===== config.mk =====
export PLATFORM = sky130hd
export DESIGN_NAME = prefixed_decimal_list_parser_top
export DESIGN_NICKNAME = d
export VERILOG_FILES = /design/src/design/pdlp_pkg.sv /design/src/design/pdlp_front.sv /design/src/design/pdlp_cmd_fifo.sv /design/src/design/pdlp_back.sv /design/src/design/prefixed_decimal_list_parser_top.sv
export SDC_FILE = /design/constraint.sdc
export NUM_CORES = 1
export LEC_CHECK = 0
export BUFFER_PORTS_ARGS = -buffer_cell sky130_fd_sc_hd__buf_4
export CORE_MARGIN = 3
export CORE_UTILIZATION = 49
export DETAILED_ROUTE_END_ITERATION = 6
export GPL_TIMING_DRIVEN = 0
export PLACE_DENSITY = 0.65
export SLEW_MARGIN = 5
export SYNTH_ARGS = -nofsm -noshare
export SYNTH_HDL_FRONTEND = slang
export SYNTH_HIERARCHICAL = 1
export SYNTH_SLANG_ARGS = --single-unit

===== constraint.sdc =====
create_clock -name clk -period 12.9 [get_ports clk]
set_input_delay 0.645 -clock clk [delete_from_list [all_inputs] [get_ports clk]]
set_output_delay 0.645 -clock clk [all_outputs]
set_load 0.01 [all_outputs]

===== src/design/pdlp_pkg.sv =====
// ----------------------------------------------------------------------------
// pdlp_pkg
// Shared types and constants of the prefixed decimal list parser.
// ----------------------------------------------------------------------------
package pdlp_pkg;

	localparam int MAX_FIELDS_DEF = 16;
	localparam int CMD_DEPTH      = 2;

	localparam logic [7:0] CH_EQUALS = 8'h3D;
	localparam logic [7:0] CH_COLON  = 8'h3A;
	localparam logic [7:0] CH_ZERO   = 8'h30;
	localparam logic [7:0] CH_NINE   = 8'h39;

	typedef enum logic [2:0] {
		ST_OK           = 3'd0,
		ST_NO_EQUALS    = 3'd1,
		ST_WRONG_PREFIX = 3'd2,
		ST_BAD_NUMBER   = 3'd3,
		ST_TOO_FEW      = 3'd4
	} status_t;

	typedef struct packed {
		logic [7:0] char_byte;
		logic       frame_end;
		logic [7:0] expected_prefix;
		logic [4:0] expected_count;
	} item_t;

	typedef struct packed {
		logic [15:0] value;
		logic [3:0]  field_index;
		status_t     status;
		logic        surplus;
		logic        last;
	} result_t;

	typedef struct packed {
		status_t    status;
		logic       surplus;
		logic [4:0] count;
	} cmd_t;

endpackage


===== src/design/pdlp_front.sv =====
// ----------------------------------------------------------------------------
// pdlp_front
// Byte parser: checks the prefix, accumulates fields into the value buffer
// and queues one frame transaction with its final status at frame end.
// ----------------------------------------------------------------------------
module pdlp_front #(
	parameter int MAX_FIELDS = pdlp_pkg::MAX_FIELDS_DEF
) (
	input  logic                              clk,
	input  logic                              arst_n,
	input  logic                              item_valid,
	output logic                              item_ready,
	input  pdlp_pkg::item_t                   item,
	input  logic                              cmd_full,
	output logic                              cmd_push,
	output pdlp_pkg::cmd_t                    cmd,
	input  logic                              rel_valid,
	output logic                              buf_we,
	output logic [$clog2(MAX_FIELDS > 1 ? MAX_FIELDS : 2)-1:0] buf_waddr,
	output logic [15:0]                       buf_wdata
);

	localparam int IDX_W = $clog2(MAX_FIELDS > 1 ? MAX_FIELDS : 2);

	typedef enum logic [2:0] {
		PH_PREFIX = 3'b001,
		PH_FIELDS = 3'b010,
		PH_IGNORE = 3'b100
	} phase_t;

	logic [15:0]       acc_q, acc_d;
	logic              ovf_q, ovf_d;
	logic              digit_q, digit_d;
	logic              badch_q, badch_d;
	logic [4:0]        fcount_q, fcount_d;
	phase_t            phase_q, phase_d;
	logic [1:0]        plen_q, plen_d;
	logic              pmatch_q, pmatch_d;
	pdlp_pkg::status_t err_q, err_d;
	logic              extra_q, extra_d;
	logic              busy_q;

	logic              fire;
	logic              frame_done;
	logic [4:0]        n;
	logic [19:0]       prod;
	logic              we;
	logic [4:0]        waddr_cnt;
	logic [15:0]       wdata;
	pdlp_pkg::status_t fin_status;

	assign item_ready = !cmd_full && !busy_q;
	assign fire       = item_valid && item_ready;
	assign frame_done = fire && item.frame_end;

	always_comb begin
		if (item.expected_count == 5'd0) begin
			n = 5'd1;
		end else if (32'(item.expected_count) > 32'(MAX_FIELDS)) begin
			n = 5'(MAX_FIELDS);
		end else begin
			n = item.expected_count;
		end
	end

	always_comb begin
		acc_d      = acc_q;
		ovf_d      = ovf_q;
		digit_d    = digit_q;
		badch_d    = badch_q;
		fcount_d   = fcount_q;
		phase_d    = phase_q;
		plen_d     = plen_q;
		pmatch_d   = pmatch_q;
		err_d      = err_q;
		extra_d    = extra_q;
		we         = 1'b0;
		waddr_cnt  = fcount_q;
		wdata      = acc_q;
		fin_status = pdlp_pkg::ST_OK;
		prod       = {acc_q, 3'b000} + {2'b00, acc_q, 1'b0} + {16'd0, item.char_byte[3:0]};

		unique case (phase_q)
			PH_PREFIX: begin
				if (item.char_byte == pdlp_pkg::CH_EQUALS) begin
					if (plen_q == 2'd1 && pmatch_q) begin
						phase_d = PH_FIELDS;
						acc_d   = '0;
						ovf_d   = 1'b0;
						digit_d = 1'b0;
						badch_d = 1'b0;
					end else begin
						err_d   = pdlp_pkg::ST_WRONG_PREFIX;
						phase_d = PH_IGNORE;
					end
				end else begin
					if (plen_q == 2'd0) begin
						pmatch_d = (item.char_byte == item.expected_prefix);
					end
					if (plen_q < 2'd2) begin
						plen_d = plen_q + 2'd1;
					end
				end
			end
			PH_FIELDS: begin
				if (item.char_byte == pdlp_pkg::CH_COLON) begin
					if (!digit_q || ovf_q || badch_q) begin
						err_d   = pdlp_pkg::ST_BAD_NUMBER;
						phase_d = PH_IGNORE;
					end else begin
						we       = 1'b1;
						fcount_d = fcount_q + 5'd1;
						acc_d    = '0;
						ovf_d    = 1'b0;
						digit_d  = 1'b0;
						badch_d  = 1'b0;
						if ({1'b0, fcount_q} + 6'd1 >= {1'b0, n}) begin
							extra_d = 1'b1;
							phase_d = PH_IGNORE;
						end
					end
				end else if (item.char_byte >= pdlp_pkg::CH_ZERO &&
						item.char_byte <= pdlp_pkg::CH_NINE) begin
					if (prod[19:16] != 4'd0) begin
						ovf_d = 1'b1;
					end
					acc_d   = prod[15:0];
					digit_d = 1'b1;
				end else begin
					badch_d = 1'b1;
				end
			end
			PH_IGNORE: begin
			end
			default: begin
			end
		endcase

		if (item.frame_end) begin
			fin_status = err_d;
			if (phase_d == PH_PREFIX) begin
				fin_status = pdlp_pkg::ST_NO_EQUALS;
			end else if (phase_d == PH_FIELDS) begin
				if (!digit_d || ovf_d || badch_d) begin
					fin_status = pdlp_pkg::ST_BAD_NUMBER;
				end else begin
					we        = 1'b1;
					waddr_cnt = fcount_d;
					wdata     = acc_d;
					if ({1'b0, fcount_d} + 6'd1 < {1'b0, n}) begin
						fin_status = pdlp_pkg::ST_TOO_FEW;
					end
				end
			end
		end
	end

	assign buf_we    = fire && we && (32'(waddr_cnt) < 32'(MAX_FIELDS));
	assign buf_waddr = IDX_W'(waddr_cnt);
	assign buf_wdata = wdata;

	assign cmd_push    = frame_done;
	assign cmd.status  = fin_status;
	assign cmd.surplus = extra_d;
	assign cmd.count   = n;

	always_ff @(posedge clk or negedge arst_n) begin
		if (!arst_n) begin
			acc_q    <= '0;
			ovf_q    <= 1'b0;
			digit_q  <= 1'b0;
			badch_q  <= 1'b0;
			fcount_q <= '0;
			phase_q  <= PH_PREFIX;
			plen_q   <= '0;
			pmatch_q <= 1'b1;
			err_q    <= pdlp_pkg::ST_OK;
			extra_q  <= 1'b0;
		end else if (frame_done) begin
			acc_q    <= '0;
			ovf_q    <= 1'b0;
			digit_q  <= 1'b0;
			badch_q  <= 1'b0;
			fcount_q <= '0;
			phase_q  <= PH_PREFIX;
			plen_q   <= '0;
			pmatch_q <= 1'b1;
			err_q    <= pdlp_pkg::ST_OK;
			extra_q  <= 1'b0;
		end else if (fire) begin
			acc_q    <= acc_d;
			ovf_q    <= ovf_d;
			digit_q  <= digit_d;
			badch_q  <= badch_d;
			fcount_q <= fcount_d;
			phase_q  <= phase_d;
			plen_q   <= plen_d;
			pmatch_q <= pmatch_d;
			err_q    <= err_d;
			extra_q  <= extra_d;
		end
	end

	// Hold input while an ok frame reads the shared value buffer.
	always_ff @(posedge clk or negedge arst_n) begin
		if (!arst_n) begin
			busy_q <= 1'b0;
		end else if (frame_done && fin_status == pdlp_pkg::ST_OK) begin
			busy_q <= 1'b1;
		end else if (rel_valid) begin
			busy_q <= 1'b0;
		end
	end

endmodule


===== src/design/pdlp_cmd_fifo.sv =====
// ----------------------------------------------------------------------------
// pdlp_cmd_fifo
// Short queue of frame transactions between the parser and the emitter.
// ----------------------------------------------------------------------------
module pdlp_cmd_fifo (
	input  logic           clk,
	input  logic           arst_n,
	input  logic           push,
	input  pdlp_pkg::cmd_t wdata,
	output logic           full,
	input  logic           pop,
	output logic           nonempty,
	output pdlp_pkg::cmd_t rdata
);

	localparam int PW = $clog2(pdlp_pkg::CMD_DEPTH);

	pdlp_pkg::cmd_t entries_q [pdlp_pkg::CMD_DEPTH];
	logic [PW-1:0]  wptr_q;
	logic [PW-1:0]  rptr_q;
	logic [PW:0]    cnt_q;

	assign full     = (cnt_q == (PW + 1)'(pdlp_pkg::CMD_DEPTH));
	assign nonempty = (cnt_q != '0);
	assign rdata    = entries_q[rptr_q];

	always_ff @(posedge clk) begin
		if (push) begin
			entries_q[wptr_q] <= wdata;
		end
	end

	always_ff @(posedge clk or negedge arst_n) begin
		if (!arst_n) begin
			wptr_q <= '0;
			rptr_q <= '0;
			cnt_q  <= '0;
		end else begin
			if (push) begin
				wptr_q <= (wptr_q == PW'(pdlp_pkg::CMD_DEPTH - 1)) ? '0 : wptr_q + 1'b1;
			end
			if (pop) begin
				rptr_q <= (rptr_q == PW'(pdlp_pkg::CMD_DEPTH - 1)) ? '0 : rptr_q + 1'b1;
			end
			if (push && !pop) begin
				cnt_q <= cnt_q + 1'b1;
			end else if (pop && !push) begin
				cnt_q <= cnt_q - 1'b1;
			end
		end
	end

endmodule


===== src/design/pdlp_back.sv =====
// ----------------------------------------------------------------------------
// pdlp_back
// Result emitter: holds the value buffer and plays out each queued frame
// transaction as one error result or the list of parsed values.
// ----------------------------------------------------------------------------
module pdlp_back #(
	parameter int MAX_FIELDS = pdlp_pkg::MAX_FIELDS_DEF
) (
	input  logic                              clk,
	input  logic                              arst_n,
	input  logic                              buf_we,
	input  logic [$clog2(MAX_FIELDS > 1 ? MAX_FIELDS : 2)-1:0] buf_waddr,
	input  logic [15:0]                       buf_wdata,
	input  logic                              cmd_valid,
	input  pdlp_pkg::cmd_t                    cmd,
	output logic                              cmd_pop,
	output logic                              rel_valid,
	output logic                              result_valid,
	input  logic                              result_ready,
	output pdlp_pkg::result_t                 result
);

	localparam int IDX_W = $clog2(MAX_FIELDS > 1 ? MAX_FIELDS : 2);

	typedef enum logic [2:0] {
		BK_IDLE = 3'b001,
		BK_READ = 3'b010,
		BK_LOAD = 3'b100
	} bk_state_t;

	logic [15:0]       mem_q [2**IDX_W];
	logic [15:0]       rdata_q;
	bk_state_t         st_q;
	pdlp_pkg::cmd_t    cur_q;
	logic [4:0]        idx_q;
	logic              res_valid_q;
	pdlp_pkg::result_t res_q;

	logic              free;
	logic              load_err;
	logic              take_ok;
	logic              load_ok;
	logic              is_last;

	always_ff @(posedge clk) begin
		if (buf_we) begin
			mem_q[buf_waddr] <= buf_wdata;
		end
		rdata_q <= mem_q[IDX_W'(idx_q)];
	end

	assign free     = !res_valid_q || result_ready;
	assign is_last  = ({1'b0, idx_q} + 6'd1 == {1'b0, cur_q.count});
	assign load_err = (st_q == BK_IDLE) && cmd_valid && cmd.status != pdlp_pkg::ST_OK && free;
	assign take_ok  = (st_q == BK_IDLE) && cmd_valid && cmd.status == pdlp_pkg::ST_OK;
	assign load_ok  = (st_q == BK_LOAD) && free;

	assign cmd_pop   = load_err || take_ok;
	assign rel_valid = load_ok && is_last;

	assign result_valid = res_valid_q;
	assign result       = res_q;

	always_ff @(posedge clk or negedge arst_n) begin
		if (!arst_n) begin
			st_q        <= BK_IDLE;
			idx_q       <= '0;
			res_valid_q <= 1'b0;
		end else begin
			if (load_err || load_ok) begin
				res_valid_q <= 1'b1;
			end else if (result_ready) begin
				res_valid_q <= 1'b0;
			end
			unique case (st_q)
				BK_IDLE: begin
					if (take_ok) begin
						idx_q <= '0;
						st_q  <= BK_READ;
					end
				end
				BK_READ: begin
					st_q <= BK_LOAD;
				end
				BK_LOAD: begin
					if (load_ok) begin
						if (is_last) begin
							st_q <= BK_IDLE;
						end else begin
							idx_q <= idx_q + 5'd1;
							st_q  <= BK_READ;
						end
					end
				end
				default: begin
					st_q <= BK_IDLE;
				end
			endcase
		end
	end

	always_ff @(posedge clk) begin
		if (take_ok) begin
			cur_q <= cmd;
		end
		if (load_err) begin
			res_q.value       <= '0;
			res_q.field_index <= '0;
			res_q.status      <= cmd.status;
			res_q.surplus     <= 1'b0;
			res_q.last        <= 1'b1;
		end else if (load_ok) begin
			res_q.value       <= rdata_q;
			res_q.field_index <= idx_q[3:0];
			res_q.status      <= pdlp_pkg::ST_OK;
			res_q.surplus     <= cur_q.surplus;
			res_q.last        <= is_last;
		end
	end

endmodule


===== src/design/prefixed_decimal_list_parser_top.sv =====
// ----------------------------------------------------------------------------
// prefixed_decimal_list_parser_top
// Parses reply frames of the form P=123:456:789 into a list of 16-bit values.
// ----------------------------------------------------------------------------
// The parser takes one frame byte per cycle unless the command queue is full
// or an ok frame still holds the value buffer. At the frame end byte it
// queues a frame transaction; the emitter then returns a single error result
// from its result register, or the values of an ok frame one at a time, each
// through its read and load states, paced by the registered read of the value
// buffer. The value buffer keeps its contents across frames, so after the
// frame end byte of an ok frame with n values the input stalls until the last
// value has been loaded, which the result side delays when it holds back. Error
// frames do not stall the input unless the two-entry command queue is full.
module prefixed_decimal_list_parser_top #(
	parameter int MAX_FIELDS = pdlp_pkg::MAX_FIELDS_DEF
) (
	input  logic              clk,
	input  logic              arst_n,
	input  logic              item_valid,
	output logic              item_ready,
	input  pdlp_pkg::item_t   item,
	output logic              result_valid,
	input  logic              result_ready,
	output pdlp_pkg::result_t result
);

	localparam int IDX_W = $clog2(MAX_FIELDS > 1 ? MAX_FIELDS : 2);

	logic             cmd_push;
	logic             cmd_pop;
	logic             cmd_full;
	logic             cmd_nonempty;
	pdlp_pkg::cmd_t   cmd_in;
	pdlp_pkg::cmd_t   cmd_out;
	logic             rel_valid;
	logic             buf_we;
	logic [IDX_W-1:0] buf_waddr;
	logic [15:0]      buf_wdata;

	pdlp_front #(
		.MAX_FIELDS(MAX_FIELDS)
	) u_front (
		.clk        (clk),
		.arst_n     (arst_n),
		.item_valid (item_valid),
		.item_ready (item_ready),
		.item       (item),
		.cmd_full   (cmd_full),
		.cmd_push   (cmd_push),
		.cmd        (cmd_in),
		.rel_valid  (rel_valid),
		.buf_we     (buf_we),
		.buf_waddr  (buf_waddr),
		.buf_wdata  (buf_wdata)
	);

	pdlp_cmd_fifo u_cmd_fifo (
		.clk      (clk),
		.arst_n   (arst_n),
		.push     (cmd_push),
		.wdata    (cmd_in),
		.full     (cmd_full),
		.pop      (cmd_pop),
		.nonempty (cmd_nonempty),
		.rdata    (cmd_out)
	);

	pdlp_back #(
		.MAX_FIELDS(MAX_FIELDS)
	) u_back (
		.clk          (clk),
		.arst_n       (arst_n),
		.buf_we       (buf_we),
		.buf_waddr    (buf_waddr),
		.buf_wdata    (buf_wdata),
		.cmd_valid    (cmd_nonempty),
		.cmd          (cmd_out),
		.cmd_pop      (cmd_pop),
		.rel_valid    (rel_valid),
		.result_valid (result_valid),
		.result_ready (result_ready),
		.result       (result)
	);

	a_no_push_when_full: assert property (@(posedge clk) disable iff (!arst_n)
		cmd_push |-> !cmd_full)
		else $error("frame transaction pushed into a full queue");

	a_no_pop_when_empty: assert property (@(posedge clk) disable iff (!arst_n)
		cmd_pop |-> cmd_nonempty)
		else $error("frame transaction popped from an empty queue");

	a_error_result_shape: assert property (@(posedge clk) disable iff (!arst_n)
		(result_valid && result.status != pdlp_pkg::ST_OK) |->
		(result.last && result.value == 16'd0 && !result.surplus))
		else $error("error result not a single zero-valued last item");

	a_release_after_last: assert property (@(posedge clk) disable iff (!arst_n)
		rel_valid |=> (result_valid && result.last && result.status == pdlp_pkg::ST_OK))
		else $error("value buffer released without a final ok result");

endmodule


### After elaboration in Yosys (flattened, before gate mapping)

Memories as Yosys holds them, arrays and structs flattened. A register that Yosys moved wholly into a read port is not among the register bits.
Index checks and enable logic that the tools add are counted.

* muxes and demuxes: 113
* eq/ne operators: 17
* $add $sub $neg: 12
* order comparisons: 7
* reduce and logical (&&, ||, !) cells: 50

Operators with widths (count)
* $mux 16: 11
* $mux 5: 16
* $mux 3: 20
* $mux 1: 50
* $pmux 16 s2: 1
* $add 19x17->20: 1
* $add 20x4->20: 1
* $reduce_bool 2->1: 10
* $add 5x1->6 const B: 3
* $eq 8x6->1 const B: 2
* $logic_and 1x1->1: 16
* $mux 2: 8
* $pmux 3 s2: 2
* $reduce_and 4->1: 3
* $add 5x1->5 const B: 2
* $pmux 5 s2: 1
* $eq 3x1->1 const B: 3
* $eq 3x2->1 const B: 3
* $pmux 3 s3: 1
* $eq 8x8->1: 1
* $ge 8x6->1 const B: 1
* $le 8x6->1 const B: 1
* $logic_not 1->1: 7
* $logic_or 1x1->1: 7
* other kinds (21): 28

* bits in writable memories: 274
* memories kept: 2
* bits in registers: 79
* output and inout port bits: 27
* input port bits: 26

Memories
* u_back.mem_q: depth 16, bits a word 16, rd ports 1, clocked after memory_dff 1, wr ports 1, line pdlp_back.sv:31 `logic [15:0] mem_q [2**IDX_W];`
* u_cmd_fifo.entries_q: depth 2, bits a word 9, rd ports 1, clocked after memory_dff 0, wr ports 1, line pdlp_cmd_fifo.sv:18 `pdlp_pkg::cmd_t entries_q [pdlp_pkg::CMD_DEPTH];`

### Logic depth before layout (Yosys ltp)

* depth after elaboration: 17
* depth in mapped cells: 17
* mapped depth without buffers: 16

### Hierarchy

The synthesis kept the hierarchy.

By module, submodules not included
* pdlp_back: seq. area each 8944.8 µm², cells an instance 582, area each 11785.1 µm², times used 1
* pdlp_front: seq. area each 878.3 µm², cells an instance 448, area each 3736.1 µm², times used 1
* pdlp_cmd_fifo: seq. area each 640.6 µm², cells an instance 44, area each 844.6 µm², times used 1

### Worst setup path after synthesis

No wires, ideal clock.

* path kind: input to register
* start: input item[17] in the netlist's numbering
* end: memory u_back.mem_q[0][0], enable pin
* path slack: 6.984 ns
* stages on the path: 15
* library setup time: 0.409 ns
* buffers on the path: 1
* arrival: 5.506 ns
* path through: inv_2 > fa_1 > inv_1 > fa_1 > a211oi_1 > o211ai_1 > nand4bb_1 > o21ai_1 > mux2_2 > o31ai_1 > nand4b_2 > buf_2 > a211oi_1 > or3b_2 > nor3_1

* cells in the longest elaborated chain, start to end: 16
* elaborated cells between the ends (all ways): 45

RTL lines
* start: declaration: line prefixed_decimal_list_parser_top.sv:21 `input pdlp_pkg::item_t item,`
* $add 20x4->20, or another cell as far along: line pdlp_front.sv:81 `prod = {acc_q, 3'b000} + {2'b00, acc_q, 1'b0} + {16'd0, item.char_byte[3:0]};`
* $reduce_bool 4->1 / $logic_and 1x1->1 (equally long branches): line pdlp_front.sv:124, pdlp_front.sv:122
* $mux 1 (on tied branches): line pdlp_front.sv:124, pdlp_front.sv:122
* $mux 1 (on tied branches): line pdlp_front.sv:122, pdlp_front.sv:106
* $mux 1 / $pmux 1 s2 (equally long branches): line pdlp_front.sv:106, pdlp_front.sv:83
* $pmux 1 s2 / $logic_not 1->1 (equally long branches): line pdlp_front.sv:83, pdlp_front.sv:144
* $logic_or 1x1->1 (2 in series): line pdlp_front.sv:144 `if (!digit_d || ovf_d || badch_d) begin`
* $mux 5 / $mux 1 (equally long branches): line pdlp_front.sv:144
* $mux 5 / $mux 1 (equally long branches): line pdlp_front.sv:143 `end else if (phase_d == PH_FIELDS) begin`
* $mux 5 / $mux 1 (equally long branches): line pdlp_front.sv:141 `if (phase_d == PH_PREFIX) begin`
* $mux 5 / $mux 1 (equally long branches): line pdlp_front.sv:139 `if (item.frame_end) begin`
* $lt 5x5->1 / $logic_and 1x1->1 (equally long branches): line pdlp_front.sv:158 `assign buf_we = fire && we && (32'(waddr_cnt) < 32'(MAX_FIELDS));`
* $logic_and 1x1->1 (*): line pdlp_front.sv:158
* named net buf_we: line prefixed_decimal_list_parser_top.sv:36 `logic buf_we;`
* $mux 1 (*): line pdlp_back.sv:46 `if (buf_we) begin`
* $mux 1 (implied by the code) (*): line pdlp_back.sv:47 `mem_q[buf_waddr] <= buf_wdata;`
* end: declaration: line pdlp_back.sv:31

Mark *: on every way through the listed nets, which the timed path passes. The rest lies on a longest branch.

### Worst setup path after layout

* start: register u_front.acc_q[0]
* end: memory u_back.mem_q[4][4], enable pin

* cells in the longest elaborated chain, start to end: 17
* elaborated cells between the ends (all ways): 22

RTL lines
* start: declaration: line pdlp_front.sv:31 `logic [15:0] acc_q, acc_d;`
* start signal: assignment: line pdlp_front.sv:169 `acc_q <= '0;`
* start signal: assignment: line pdlp_front.sv:180 `acc_q <= '0;`
* start signal: assignment: line pdlp_front.sv:191 `acc_q <= acc_d;`
* $add 19x17->20 (*): line pdlp_front.sv:81
* $add 20x4->20 (*): line pdlp_front.sv:81
* $reduce_bool 4->1 (*): line pdlp_front.sv:124 `if (prod[19:16] != 4'd0) begin`
* $mux 1 (*): line pdlp_front.sv:124
* $mux 1 (*): line pdlp_front.sv:122 `end else if (item.char_byte >= pdlp_pkg::CH_ZERO &&`
* $mux 1 (*): line pdlp_front.sv:106 `if (item.char_byte == pdlp_pkg::CH_COLON) begin`
* $pmux 1 s2 (*): line pdlp_front.sv:83 `unique case (phase_q)`
* $logic_or 1x1->1 (*) (2 in series): line pdlp_front.sv:144
* $mux 5 / $mux 1 (equally long branches): line pdlp_front.sv:144
* $mux 5 / $mux 1 (equally long branches): line pdlp_front.sv:143
* $mux 5 / $mux 1 (equally long branches): line pdlp_front.sv:141
* $mux 5 / $mux 1 (equally long branches): line pdlp_front.sv:139
* $lt 5x5->1 / $logic_and 1x1->1 (equally long branches): line pdlp_front.sv:158
* $logic_and 1x1->1 (*): line pdlp_front.sv:158
* named net buf_we: line prefixed_decimal_list_parser_top.sv:36
* $mux 1 (*): line pdlp_back.sv:46
* $mux 1 (implied by the code) (*): line pdlp_back.sv:47

Marked as above.

==> metrics.md <==
| Metric | Value |
|---|---|
| Clock-pin slew on the worst setup and hold paths | `0.06 ns` |
| Post-synthesis average cell area | `15.24 µm²` |
| Worst rel slew slack | `0.1642` |
| Num Clock Sinks | `369` |
| Crit-path max FO | `10` |
| WP data arrival | `6.38 ns` |
| PD cells | `147.9 mW/mm²` |
| Longest Clk Path Bufs | `3` |
| Buffer count from post-CTS setup fixing | `0` |
| Clk root buf | `clkbuf_16` |
| RSZ-0062 raised after global routing | `no` |
| Mapped Cells | `1074` |
| Largest family of logic cells by synthesized area | `multiplexers` |
| Clock Skews | `0.01539 ns` |
| Crit path cell chain | `inv_1 -> fa_1 -> inv_1 -> fa_1 -> a211oi_1 -> o211ai_1 -> nand4bb_1 -> o21ai_1 -> mux2_2 -> o31ai_1 -> nand4b_2 -> buf_2 -> a211oi_1 -> nand3b_1 -> nor3_2 -> buf_4` |
| Layout Area Growth over Synthesis | `15.24%` |
| Iter 0 DRT Violations | `657` |
| Routed length per placed instance | `21.73 µm` |
| Crit-path max cell delay | `0.78 ns` |
| Compound-cell area share of the yosys netlist | `0.07339` |
| DRC viols | `0` |
| Resized cells post-CTS | `0` |
| Kind of critical path | `flop to flop` |
| Max Cap Violations | `0` |
| Gr usage total | `0.2062` |
| Worst-Skew Late Latency | `0.52 ns` |
| Fmax | `162.2 MHz` |
| Synth Area in Simple Gates | `0.07882` |
| Least-Margin Pin Slew | `1.251 ns` |
| Yosys top cell by area | `edfxtp_1` |
| Seq/Total Area, Yosys | `0.6394` |
| Vias per cell | `5.719` |
| Post-synth EDFFs | `283` |
| Mux share of post-synthesis cell area | `0.1279` |
| Top_reg_cell synth | `edfxtp_1` |
| Pre-CTS WS | `6.237 ns` |
| Die ar. | `0.03563 mm²` |
| Area of the core | `0.03270 mm²` |
| Total number of vias | `9465` |
| Synth top area share | `0.5193` |
| Initial antenna violation count | `2` |
| Max Used Layer | `met4` |
| Core Rows | `66` |
| Finish-stage setup viols | `0` |
| Critical Path End Type | `flop` |
| First-pass GRT wire length | `56550 µm` |
| Number of global-route vias before repair | `9550` |
| Die Wd | `188.8 µm` |
| Fraction of registers with async set/reset | `0.1301` |
| Post-DRT Antenna Nets | `0` |
| Seq cells post-synth | `369` |
| Max H-tree Level | `2` |
| Final #Nets | `1258` |
| Crit start category | `flop` |
| Top delay family on crit path | `simple AND/OR/NAND/NOR gates` |
| TritonCTS Buffers | `38` |
| Metal3 WL | `1788 µm` |
| Slew Viols, Final | `0` |
| Hold buffers post-CTS | `0` |
| Met2 WL | `17670 µm` |
| Die height | `188.8 µm` |
| XOR/XNOR Fraction of Synth Area | `0.02194` |
| Largest net degree at the start of global routing | `49` |
| Worst flop-to-flop path startpoint | `u_front/acc_q[0]` |
| CP max-delay cell | `nor3_2` |
| Met1 WL | `15710 µm` |
| R2R depth | `16` |
| Data required, critical path | `13.11 ns` |
| Final worst path period share | `0.4780` |
| Max VDD drop | `0.09642 mV` |
| GPL Wtd Cong | `0.7682` |
| Hpwl dp | `25210 µm` |
| Flop2flop setup slack | `6.73 ns` |
| Share of cells above drive strength 1 | `0.2407` |
| Status | `finished, final reports clean` |
| Hold/Removal Path Class | `input pin to async pin` |
| Post-synthesis adder-cell area fraction | `0.03761` |
| Leakage | `5.980 nW` |
| First-pass DRT Iterations | `5` |
| Final WL | `35960 µm` |
| Min Clock Period, post-route | `6.167 ns` |
| N_diodes | `0` |
| Final Hold Viols | `0` |
| Port Buf Inserts | `52` |
| Mapped Nets | `1148` |
| Congestion Overflow GR | `0` |
| Boundary pin count | `53` |
| Starting Density | `0.5005` |
| Yosys cell types | `83` |
| Yosys warns | `6` |
| Setup_tns | `0 ns` |
| FF-to-FF End | `u_back/mem_q[4][4]` |
| Synthesized cell area | `0.01637 mm²` |
| Crit path buf inv count | `4` |
| Top cells by area, synth | `edfxtp_1 52%, mux4_2 11%, dfrtp_1 6.9%` |
| CTS tree | `built` |
| PnR worst setup slack | `6.733 ns` |
-- kinds of logic after synthesis --
group	Yosys count
buf+inv	73
simple gates	256
fa+ha+maj	48
mux	106
flops	369
compound gates	181
xor+xnor	41
-- Yosys cell counts, drive strengths merged (9+ instances only) --
library cell    n
edfxtp        283
nand2         103
mux4           80
a21oi          53
nor2           52
o21ai          47
ha             46
dfrtp          45
dfxtp          38
clkbuf         29
mux2           25
inv            23
xor2           22
buf            21
xnor2          19
nor3           17
nand2b         13
nand3          12
a22oi          11
and2            9
-- layout make-up --
class | count | area, µm²
plain buffers | 50 | 256.5
clock buffers | 58 | 1149
clock inverters | 11 | 122.6
fillers | 2587 | 13840
inverters | 23 | 86.33
multi-input cells | 632 | 5609
flip-flops and latches | 369 | 10460
well taps | 442 | 553.0
repair buffers | 70 | 619.3
-- worst max path at each step --
stage	to	slack, ns	cells after the start	from
after global routing	u_back/mem_q[4][4]	6.32	16	u_front/acc_q[0]
after floorplan	u_back/mem_q[0][0]	6.98	15	item[17]
final	u_back/mem_q[4][4]	6.73	16	u_front/acc_q[0]
after detailed placement	u_back/mem_q[4][10]	6.24	17	item[17]
after global placement	u_back/mem_q[0][10]	4.52	16	item[17]
after CTS	u_back/mem_q[4][4]	6.62	16	u_front/acc_q[0]
-- report_power, final --
part           internal, W  switching (W)  leakage (nW)  total (W)
Sequential         0.00132      0.0000311          3.00    0.00136
Clock             0.000657       0.000439         0.611    0.00110
Combinational     0.000131       0.000208          2.36   0.000339
-- cells in the final DEF (no fill, tap or decap), drive strengths merged, types with 4 or more instances in the layout --
cell      instances
dfrtp            45
nand2b           13
xnor2            19
a22o              6
nand4bb           5
nor2b             4
edfxtp          283
ha               46
clkinv            4
nand2           103
dfxtp            38
clkinvlp          4
o21a              7
and2              9
buf              91
nor4              7
a211oi            6
a22oi            11
o21ai            47
inv              24
o31ai             4
nor3             17
mux4             80
clkbuf           87
o211ai            8
or3b              5
a21o              8
nor2             52
or2               5
xor2             22
a21oi            53
nand3            12
o221ai            4
mux2             25
-- stage by stage --
stage	cell area, µm²	power (W)	util	hold slack [ns]	instances
2_1_floorplan	16370	0.001603	-	0.3494	1074
3_3_place_gp	17310	0.001714	0.5293	0.4216	1568
3_5_place_dp	17590	0.001720	0.5378	0.4256	1586
4_1_cts	18860	0.002817	0.5767	0.1833	1655
5_1_grt	18860	0.002902	0.5767	0.2090	1655
6_report	18860	0.002790	0.5767	0.1617	1655
-- state kept, by name (all words and copies together) (netlist names), 2 cells and up --
name                  flops
u_cmd_fifo/cnt_q          2
u_back/rdata_q           16
u_cmd_fifo/entries_q     18
u_back/st_q               3
u_back/idx_q              5
u_back/cur_q              6
u_front/plen_q            2
u_back/mem_q            256
u_back/result            25
u_front/err_q             3
u_front/phase_q           3
u_front/fcount_q          5
u_front/acc_q            16
-- layer usage --
metal  up-vias  track usage
li1       4386            -
met1      4785       0.2847
met2       239       0.3471
met3        55      0.03367
met4         0      0.04898
met5         -            0
(Power assumes the default switching activity.)
